==> config.mk <==
export PLATFORM = sky130hd
export DESIGN_NAME = pfat_seq
export DESIGN_NICKNAME = d
export VERILOG_FILES = /design/src/rtl/core/pfat_pkg.sv /design/src/rtl/core/pfat_seq.sv
export SDC_FILE = /design/constraint.sdc
export NUM_CORES = 1
export LEC_CHECK = 0
export BUFFER_PORTS_ARGS = -buffer_cell sky130_fd_sc_hd__clkbuf_2
export CAP_MARGIN = 20
export CORE_AREA = 2 2 55 47
export CTS_BUF_LIST = sky130_fd_sc_hd__clkbuf_4 sky130_fd_sc_hd__clkbuf_8
export CTS_CLUSTER_SIZE = 16
export DETAILED_ROUTE_END_ITERATION = 6
export DIE_AREA = 0 0 57 49
export GPL_ROUTABILITY_DRIVEN = 0
export SYNTH_ARGS = -nofsm -noshare
export SYNTH_HDL_FRONTEND = slang
export SYNTH_SLANG_ARGS = --single-unit
==> constraint.sdc <==
create_clock -name clk -period 2 [get_ports clk]
set_clock_uncertainty 0.1 [all_clocks]
set_input_delay 0 -clock clk [delete_from_list [all_inputs] [get_ports clk]]
set_output_delay 0 -clock clk [all_outputs]
set_load 0.005 [all_outputs]
==> src/rtl/core/pfat_pkg.sv <==
package pfat_pkg;

    // field and register widths
    localparam int CFG_W    = 8;
    localparam int PID_W    = 6;
    localparam int PAGE_W   = 6;
    localparam int FRAME_W  = 7;
    localparam int NEED_W   = 7;
    localparam int STATUS_W = 3;

    localparam int FRAMES_DEF = 128;
    localparam int PROCS_DEF  = 64;
    localparam int PAGES_DEF  = 64;

    localparam logic [CFG_W-1:0] NUM_FRAMES_RST = 8'd128;

    localparam logic [STATUS_W-1:0] ST_ASSIGNED     = 3'd0;
    localparam logic [STATUS_W-1:0] ST_TOO_LARGE    = 3'd1;
    localparam logic [STATUS_W-1:0] ST_OUT_OF_RANGE = 3'd2;
    localparam logic [STATUS_W-1:0] ST_USED         = 3'd3;
    localparam logic [STATUS_W-1:0] ST_RELEASED     = 3'd4;

    // microcode addresses
    localparam int STEP_W = 4;
    localparam logic [STEP_W-1:0] STEP_CLR       = 4'd0;
    localparam logic [STEP_W-1:0] STEP_RC_INIT   = 4'd1;
    localparam logic [STEP_W-1:0] STEP_RC        = 4'd2;
    localparam logic [STEP_W-1:0] STEP_IDLE      = 4'd3;
    localparam logic [STEP_W-1:0] STEP_DEC       = 4'd4;
    localparam logic [STEP_W-1:0] STEP_ASG       = 4'd5;
    localparam logic [STEP_W-1:0] STEP_REL_START = 4'd6;
    localparam logic [STEP_W-1:0] STEP_REL       = 4'd7;
    localparam logic [STEP_W-1:0] STEP_EMIT      = 4'd8;

    typedef enum logic [2:0] {
        DP_NONE      = 3'd0,
        DP_CLEAR     = 3'd1,
        DP_RC_INIT   = 3'd2,
        DP_RECOUNT   = 3'd3,
        DP_ASSIGN    = 3'd4,
        DP_REL_START = 3'd5,
        DP_RELEASE   = 3'd6
    } dp_op_t;

    typedef enum logic [1:0] {
        CNT_HOLD  = 2'd0,
        CNT_CLEAR = 2'd1,
        CNT_INC   = 2'd2
    } cnt_op_t;

    typedef enum logic {
        RD_ITEM = 1'b0,
        RD_WALK = 1'b1
    } rd_sel_t;

    typedef enum logic [2:0] {
        SEQ_NEXT   = 3'd0,
        SEQ_GOTO   = 3'd1,
        SEQ_BRANCH = 3'd2,  // cond ? target : step+1
        SEQ_WAIT   = 3'd3,  // cond ? step : target
        SEQ_DISP   = 3'd4   // idle dispatch: cfg -> target, item -> step+1
    } seq_op_t;

    typedef enum logic [2:0] {
        C_NONE     = 3'd0,
        C_CLR_MORE = 3'd1,
        C_RC_MORE  = 3'd2,
        C_REL_MORE = 3'd3,
        C_PID_BAD  = 3'd4,
        C_OUT_BUSY = 3'd5,
        C_IS_REL   = 3'd6
    } cond_sel_t;

    typedef struct packed {
        dp_op_t            op;
        cnt_op_t           cnt;
        rd_sel_t           rd;
        logic              cfg_en;
        logic              in_en;
        logic              emit;
        seq_op_t           seq;
        cond_sel_t         cond;
        logic [STEP_W-1:0] target;
    } pfat_ctrl_t;

    typedef struct packed {
        logic clr_more;
        logic rc_more;
        logic rel_more;
        logic pid_bad;
        logic out_busy;
        logic is_rel;
        logic cfg_hit;
        logic in_hit;
    } pfat_cond_t;

    function automatic pfat_ctrl_t ucode(input logic [STEP_W-1:0] step);
        pfat_ctrl_t c;
        c = '0;
        case (step)
            STEP_CLR:
            begin
                c.op     = DP_CLEAR;
                c.cnt    = CNT_INC;
                c.cfg_en = 1'b1;
                c.seq    = SEQ_WAIT;
                c.cond   = C_CLR_MORE;
                c.target = STEP_RC_INIT;
            end
            STEP_RC_INIT:
            begin
                c.op  = DP_RC_INIT;
                c.cnt = CNT_CLEAR;
                c.seq = SEQ_NEXT;
            end
            STEP_RC:
            begin
                c.op     = DP_RECOUNT;
                c.cnt    = CNT_INC;
                c.seq    = SEQ_WAIT;
                c.cond   = C_RC_MORE;
                c.target = STEP_IDLE;
            end
            STEP_IDLE:
            begin
                c.cnt    = CNT_CLEAR;
                c.cfg_en = 1'b1;
                c.in_en  = 1'b1;
                c.seq    = SEQ_DISP;
                c.target = STEP_RC_INIT;
            end
            STEP_DEC:
            begin
                c.rd     = RD_ITEM;
                c.seq    = SEQ_BRANCH;
                c.cond   = C_IS_REL;
                c.target = STEP_REL_START;
            end
            STEP_ASG:
            begin
                c.op     = DP_ASSIGN;
                c.seq    = SEQ_GOTO;
                c.target = STEP_EMIT;
            end
            STEP_REL_START:
            begin
                c.op     = DP_REL_START;
                c.rd     = RD_WALK;
                c.cnt    = CNT_INC;
                c.seq    = SEQ_BRANCH;
                c.cond   = C_PID_BAD;
                c.target = STEP_EMIT;
            end
            STEP_REL:
            begin
                c.op     = DP_RELEASE;
                c.rd     = RD_WALK;
                c.cnt    = CNT_INC;
                c.seq    = SEQ_WAIT;
                c.cond   = C_REL_MORE;
                c.target = STEP_EMIT;
            end
            STEP_EMIT:
            begin
                c.emit   = 1'b1;
                c.seq    = SEQ_WAIT;
                c.cond   = C_OUT_BUSY;
                c.target = STEP_IDLE;
            end
            default:
            begin
                c.seq    = SEQ_GOTO;
                c.target = STEP_IDLE;
            end
        endcase
        return c;
    endfunction

endpackage

==> src/rtl/core/pfat_seq.sv <==
module pfat_seq (
    input  logic                   clk,
    input  logic                   rst_n,
    input  pfat_pkg::pfat_cond_t   cond,
    output pfat_pkg::pfat_ctrl_t   ctrl
);
    import pfat_pkg::*;

    logic [STEP_W-1:0] step_reg;
    logic [STEP_W-1:0] step_next;
    logic              cond_hit;

    assign ctrl = ucode(step_reg);

    always_comb
    begin
        case (ctrl.cond)
            C_CLR_MORE: cond_hit = cond.clr_more;
            C_RC_MORE:  cond_hit = cond.rc_more;
            C_REL_MORE: cond_hit = cond.rel_more;
            C_PID_BAD:  cond_hit = cond.pid_bad;
            C_OUT_BUSY: cond_hit = cond.out_busy;
            C_IS_REL:   cond_hit = cond.is_rel;
            default:    cond_hit = 1'b0;
        endcase
    end

    always_comb
    begin
        case (ctrl.seq)
            SEQ_NEXT:   step_next = step_reg + STEP_W'(1);
            SEQ_GOTO:   step_next = ctrl.target;
            SEQ_BRANCH: step_next = cond_hit ? ctrl.target : step_reg + STEP_W'(1);
            SEQ_WAIT:   step_next = cond_hit ? step_reg : ctrl.target;
            SEQ_DISP:
            begin
                if (cond.cfg_hit)
                    step_next = ctrl.target;
                else if (cond.in_hit)
                    step_next = step_reg + STEP_W'(1);
                else
                    step_next = step_reg;
            end
            default:    step_next = STEP_IDLE;
        endcase
    end

    always_ff @(posedge clk or negedge rst_n)
    begin
        if (!rst_n)
            step_reg <= STEP_CLR;
        else
            step_reg <= step_next;
    end

endmodule

# Word-level counts from Yosys, hierarchy flattened
# Cells that the tools add are included.
# classes
add_sub_neg	1
eq_ne	20
n_mux	15
reduce_logical	10
# op_table
op	count
$pmux W3 S6	2
$pmux W4 S5	1
$eq A4 B3 Y1 const B	4
$mux W4	4
$pmux W4 S4	1
$eq A3 B2 Y1 const B	4
$eq A3 B3 Y1 const B	4
$pmux W3 S4	1
$eq A4 B2 Y1 const B	2
$reduce_or A2 Y1	4
$reduce_or A4 Y1	2
$eq A3 B1 Y1 const B	2
$pmux W1 S6	1
$add A4 B1 Y4 const B	1
$eq A4 B1 Y1 const B	1
$eq A4 B4 Y1 const B	1
$logic_not A4 Y1	1
$mux W1	4
$pmux W2 S2	1
$logic_not A3 Y1	1
$ne A3 B3 Y1 const B	1
$reduce_or A3 Y1	1
$ne A2 B2 Y1 const B	1
$reduce_and A2 Y1	1
# totals
ff_bits	4
out_inout_bits	19
elab_cells	47

# Longest topological paths before layout
# logic_depth
word_depth	6
depth_mapped	9

# Worst setup path before layout
# Ideal clock, no wire load.
# synth_timing
kind	reg-to-reg
from	register step_reg[0]
to	register step_reg[3]
setup_ps	121
arrival_ps	1868
t_required_ps	1779
slack_ps	-89
stages_incl_launch_ff	8
path_buffers	0
synth_period_minus_slack_ps	2089
cell_sequence	dfrtp_1 -> inv_1 -> ha_1 -> nor2b_1 -> or4_1 -> a32oi_1 -> a21oi_1 -> a22o_1
# synth_via
elab_chain_len	6
elab_cells_between_ends	37
cone_classes	1 x add/sub; 20 x eq/ne; 9 x mux; 7 x reduce/logical
# synth_lines
item	line_no	source
start, declared	pfat_seq.sv:9	logic [STEP_W-1:0] step_reg;
start signal, assigned	pfat_seq.sv:53	step_reg <= step_next;
$eq A4 B4 Y1, or another cell as far along	pfat_pkg.sv:100	case (step)
$pmux W3 S6, or another cell as far along	pfat_pkg.sv:100	
$eq A3 B3 Y1, or another cell as far along	pfat_seq.sv:17	case (ctrl.cond)
$pmux W1 S6, or another cell as far along	pfat_seq.sv:17	
$mux W4, or another cell as far along	pfat_seq.sv:33	SEQ_BRANCH: step_next = cond_hit ? ctrl.target : step_reg + STEP_W'(1);
$pmux W4 S5 / $reduce_and A2 Y1 (equally long branches)	n/a	
# Several ways; a longest one is shown, not always the timed one. The select of a mux whose other input is x is not followed.
# A chain may end at the register's enable or synchronous reset.

# Worst setup path after layout
# Ends and elaborated chain as after synthesis.

==> key figures <==
Outcome
  – Status: finished, violations left
  – Failing checks: setup timing

Final layout
  – Util after Layout: 0.533
  – Nets@finish: 171
  – Area delta synth->final: 70.4%
  – Layout cells sized above 1: 0.510
  – FILL cells: between 200 and 250
  – # diodes: 0
  – Max reg flops: 4

Synthesis
  – Post-Syn Nets: about 120
  – Yosys cell types: 36
  – Post-synth top area share: 0.140
  – Syn_area_per_cell: slightly below 7 um2
  – Yosys warning total: 0
  – Cell count after synthesis: about 100
  – Synthesis-stage register bit count: 4
  – Sequential-to-total area share from yosys stat: 0.140
  – Synth area leader: dfrtp_1
  – Post-Syn Area: 714 um2
  – Synth top area cells: dfrtp_1, nor2_1, ha_1

Routing
  – Post-Route WL: about 2400 um
  – Drt drc: 0
  – Drt pass-1 iters: 4
  – Top Metal Used: met4
  – Vias: approximately 960
  – Wire per inst: between 10 and 15 um
  – Drt first-iter violations: 19
  – Wl on met1: between 1000 and 1500 um
  – Vias per inst: about 5.3
  – Met2 routed WL: about 1200 um
  – Routed met3 length: between 100 and 150 um
  – Final ANT Viol Nets: 0

Floorplanning
  – I/O pin cnt: 29
  – Standard-cell rows: 16
  – Core Area: between 0.002 and 0.0025 mm2
  – Die width: roughly 57 um
  – Initial Util: 0.313
  – Die H: a little under 50 um
  – Die area: approximately 0.0028 mm2

Timing
  – Slew HR: 0.754
  – Setup TNS: -0.419 ns
  – RSZ-0062 raised after global routing: yes
  – Worst-Margin Slew: around 0.37 ns
  – Final Setup Violations: 4
  – Fin. max-slew vios: 0
  – Crit path time final: approximately 2.1 ns
  – Tcrit/Tclk final: 1.06
  – Fmax: 0.471 GHz
  – Final Hold Viols: 0
  – Hold_ws: between 0.2 and 0.25 ns
  – Final worst setup slack: -0.121 ns

Clock network
  – # H-tree levels: 1
  – Worst-path clk slew: 0.04 ns
  – TritonCTS Sinks: 4
  – TritonCTS Buffers: 3
  – Clk_lat worst skew: about 0.23 ns
  – CTS Buffer Depth: 2
  – CTS tree: done
  – Clock root buffer: clkbuf_4

Setup path
  – Worst setup EP type: flop
  – FF-to-FF End: step_reg[3]
  – Critical Path Source: step_reg[0]
  – Worst-path fanout max: 6
  – Crit path DAT: about 2.1 ns
  – WS Path Type: reg -> reg
  – Setup crit end: step_reg[3]
  – CP startpoint kind: flop
  – R2r worst-path depth: 8
  – R2r setup slk: -0.12 ns
  – Reg2Reg Launch Point: step_reg[0]
  – CP required: 2.02 ns

Pwr
  – Worst VDD drop: 0.000770 V
  – Power per Cell Area: between 1500 and 2000 mW/mm2
  – Lkg Pwr: about 0.6 nW
  – Tot Pwr: about 0.0021 W

Min path
  – Hold Path Class: in -> reg
  – Hold Startpoint: cond[0]

Placement
  – Number of port buffers: 28
  – Final HPWL DP: between 1500 and 2000 um

GRT
  – Gr ovfl total: 0
  – First-pass GRT wire length: 4020 um
  – Vias in the first global route: 910
  – Gr usage total: 0.177
  – Largest net degree at the start of global routing: 16
  – Initial antenna violation count: 0

Run
  – Max-Cap Viols: 0
[synth_stat cells, drive strengths merged]
cell type  number
nor2           17
nand2           9
a21oi           8
buf             8
inv             7
nor3            6
dfrtp           4
ha              4
o211ai          4
nand2b          3
nor2b           3
nor4            3
o2bb2ai         3
a22o            2
a2bb2oi         2
mux2i           2
o21bai          2
or3             2
a211o           1
a32o            1
a32oi           1
and3            1
nand3b          1
nor3b           1
nor4b           1
o211a           1
o21ai           1
o22ai           1
o41ai           1
or2             1
or2b            1
or4             1
[stage by stage]
step / setup WS [ns] / area (um2) / cells
global placement: -0.0642 / 1020 / 170
CTS: -0.101 / 1130 / 179
floorplan: -0.0133 / 749 / 103
finish: -0.121 / 1220 / 182
detailed placement: -0.142 / 1020 / 170
global route: -0.235 / 1220 / 182
[cells by family after synthesis]
logic type	after synthesis	synth area share
mux	2	0.0280
buf+inv	15	0.112
fa+ha+maj	4	0.0701
compound gates	28	0.285
simple gates	50	0.364
flops	4	0.140
[power by group]
group	total, W	switching (W)	internal (W)	leakage, nW
Combinational	0.00183	0.000899	0.000930	0.543
Sequential	0.000171	0.0000523	0.000119	0.0473
Clock	0.0000989	0.0000319	0.0000670	0.0138
Total	0.00210	0.000983	0.00112	0.604
[layout make-up]
| cell class | count | area, um2 | share of cell area |
|---|---|---|---|
| clock buffers | 3 | 22.5 | 0.0185 |
| multi-input cells | 84 | 661 | 0.543 |
| repair buffers | 57 | 372 | 0.305 |
| well taps | 27 | 33.8 | 0.0277 |
| inverters | 7 | 26.3 | 0.0216 |
| flip-flops and latches | 4 | 103 | 0.0843 |
[critical path, cell delays in order, from the launching register on]
cell     delay [ns]
dfrtp_1        0.40
inv_2          0.12
ha_4           0.19
buf_4          0.14
nor2_4         0.05
or4_1          0.41
a32oi_2        0.29
a21oi_2        0.11
a22o_1         0.20
[worst min path at each step]
stage | to | slack [ns] | cells past startpoint
after floorplan | step_reg[0] | -0.40 | 0
after CTS | step_reg[2] | 0.22 | 5
after detailed placement | step_reg[1] | -0.29 | 1
final | step_reg[2] | 0.24 | 5
after global placement | step_reg[0] | -0.29 | 1
after global routing | step_reg[0] | 0.27 | 5
[routing by layer]
| metal | GRT usage | vias to the layer above |
|---|---|---|
| met2 | 0.316 | 32 |
| met1 | 0.218 | 442 |
| met4 | 0.0620 | 0 |
| met3 | 0.0159 | 6 |
| li1 | - | 476 |
| met5 | 0 | - |
[repair_timing]
item / CTS / global route
pin swaps: 4 / 6
setup buffers: 2 / 3
hold buffers: 4 / 0
gates resized for setup: 8 / 12
endpoints found under the hold margin: 5 / 0
endpoints found under the setup margin: 4 / 6
[cell usage in the layout (no fill, tap or decap), drive strengths merged, types with 2 or more instances in the layout]
master and instances:
clkbuf 31, buf 25, nor2 17, nand2 9, a21oi 8, inv 7
nor3 6, o211ai 4, dlygate4sd3 4, ha 4, dfrtp 4, o2bb2ai 3
nand2b 3, nor2b 3, nor4 3, or3 2, mux2i 2, o21bai 2
a22o 2, a2bb2oi 2
(Power assumes the default switching activity.)
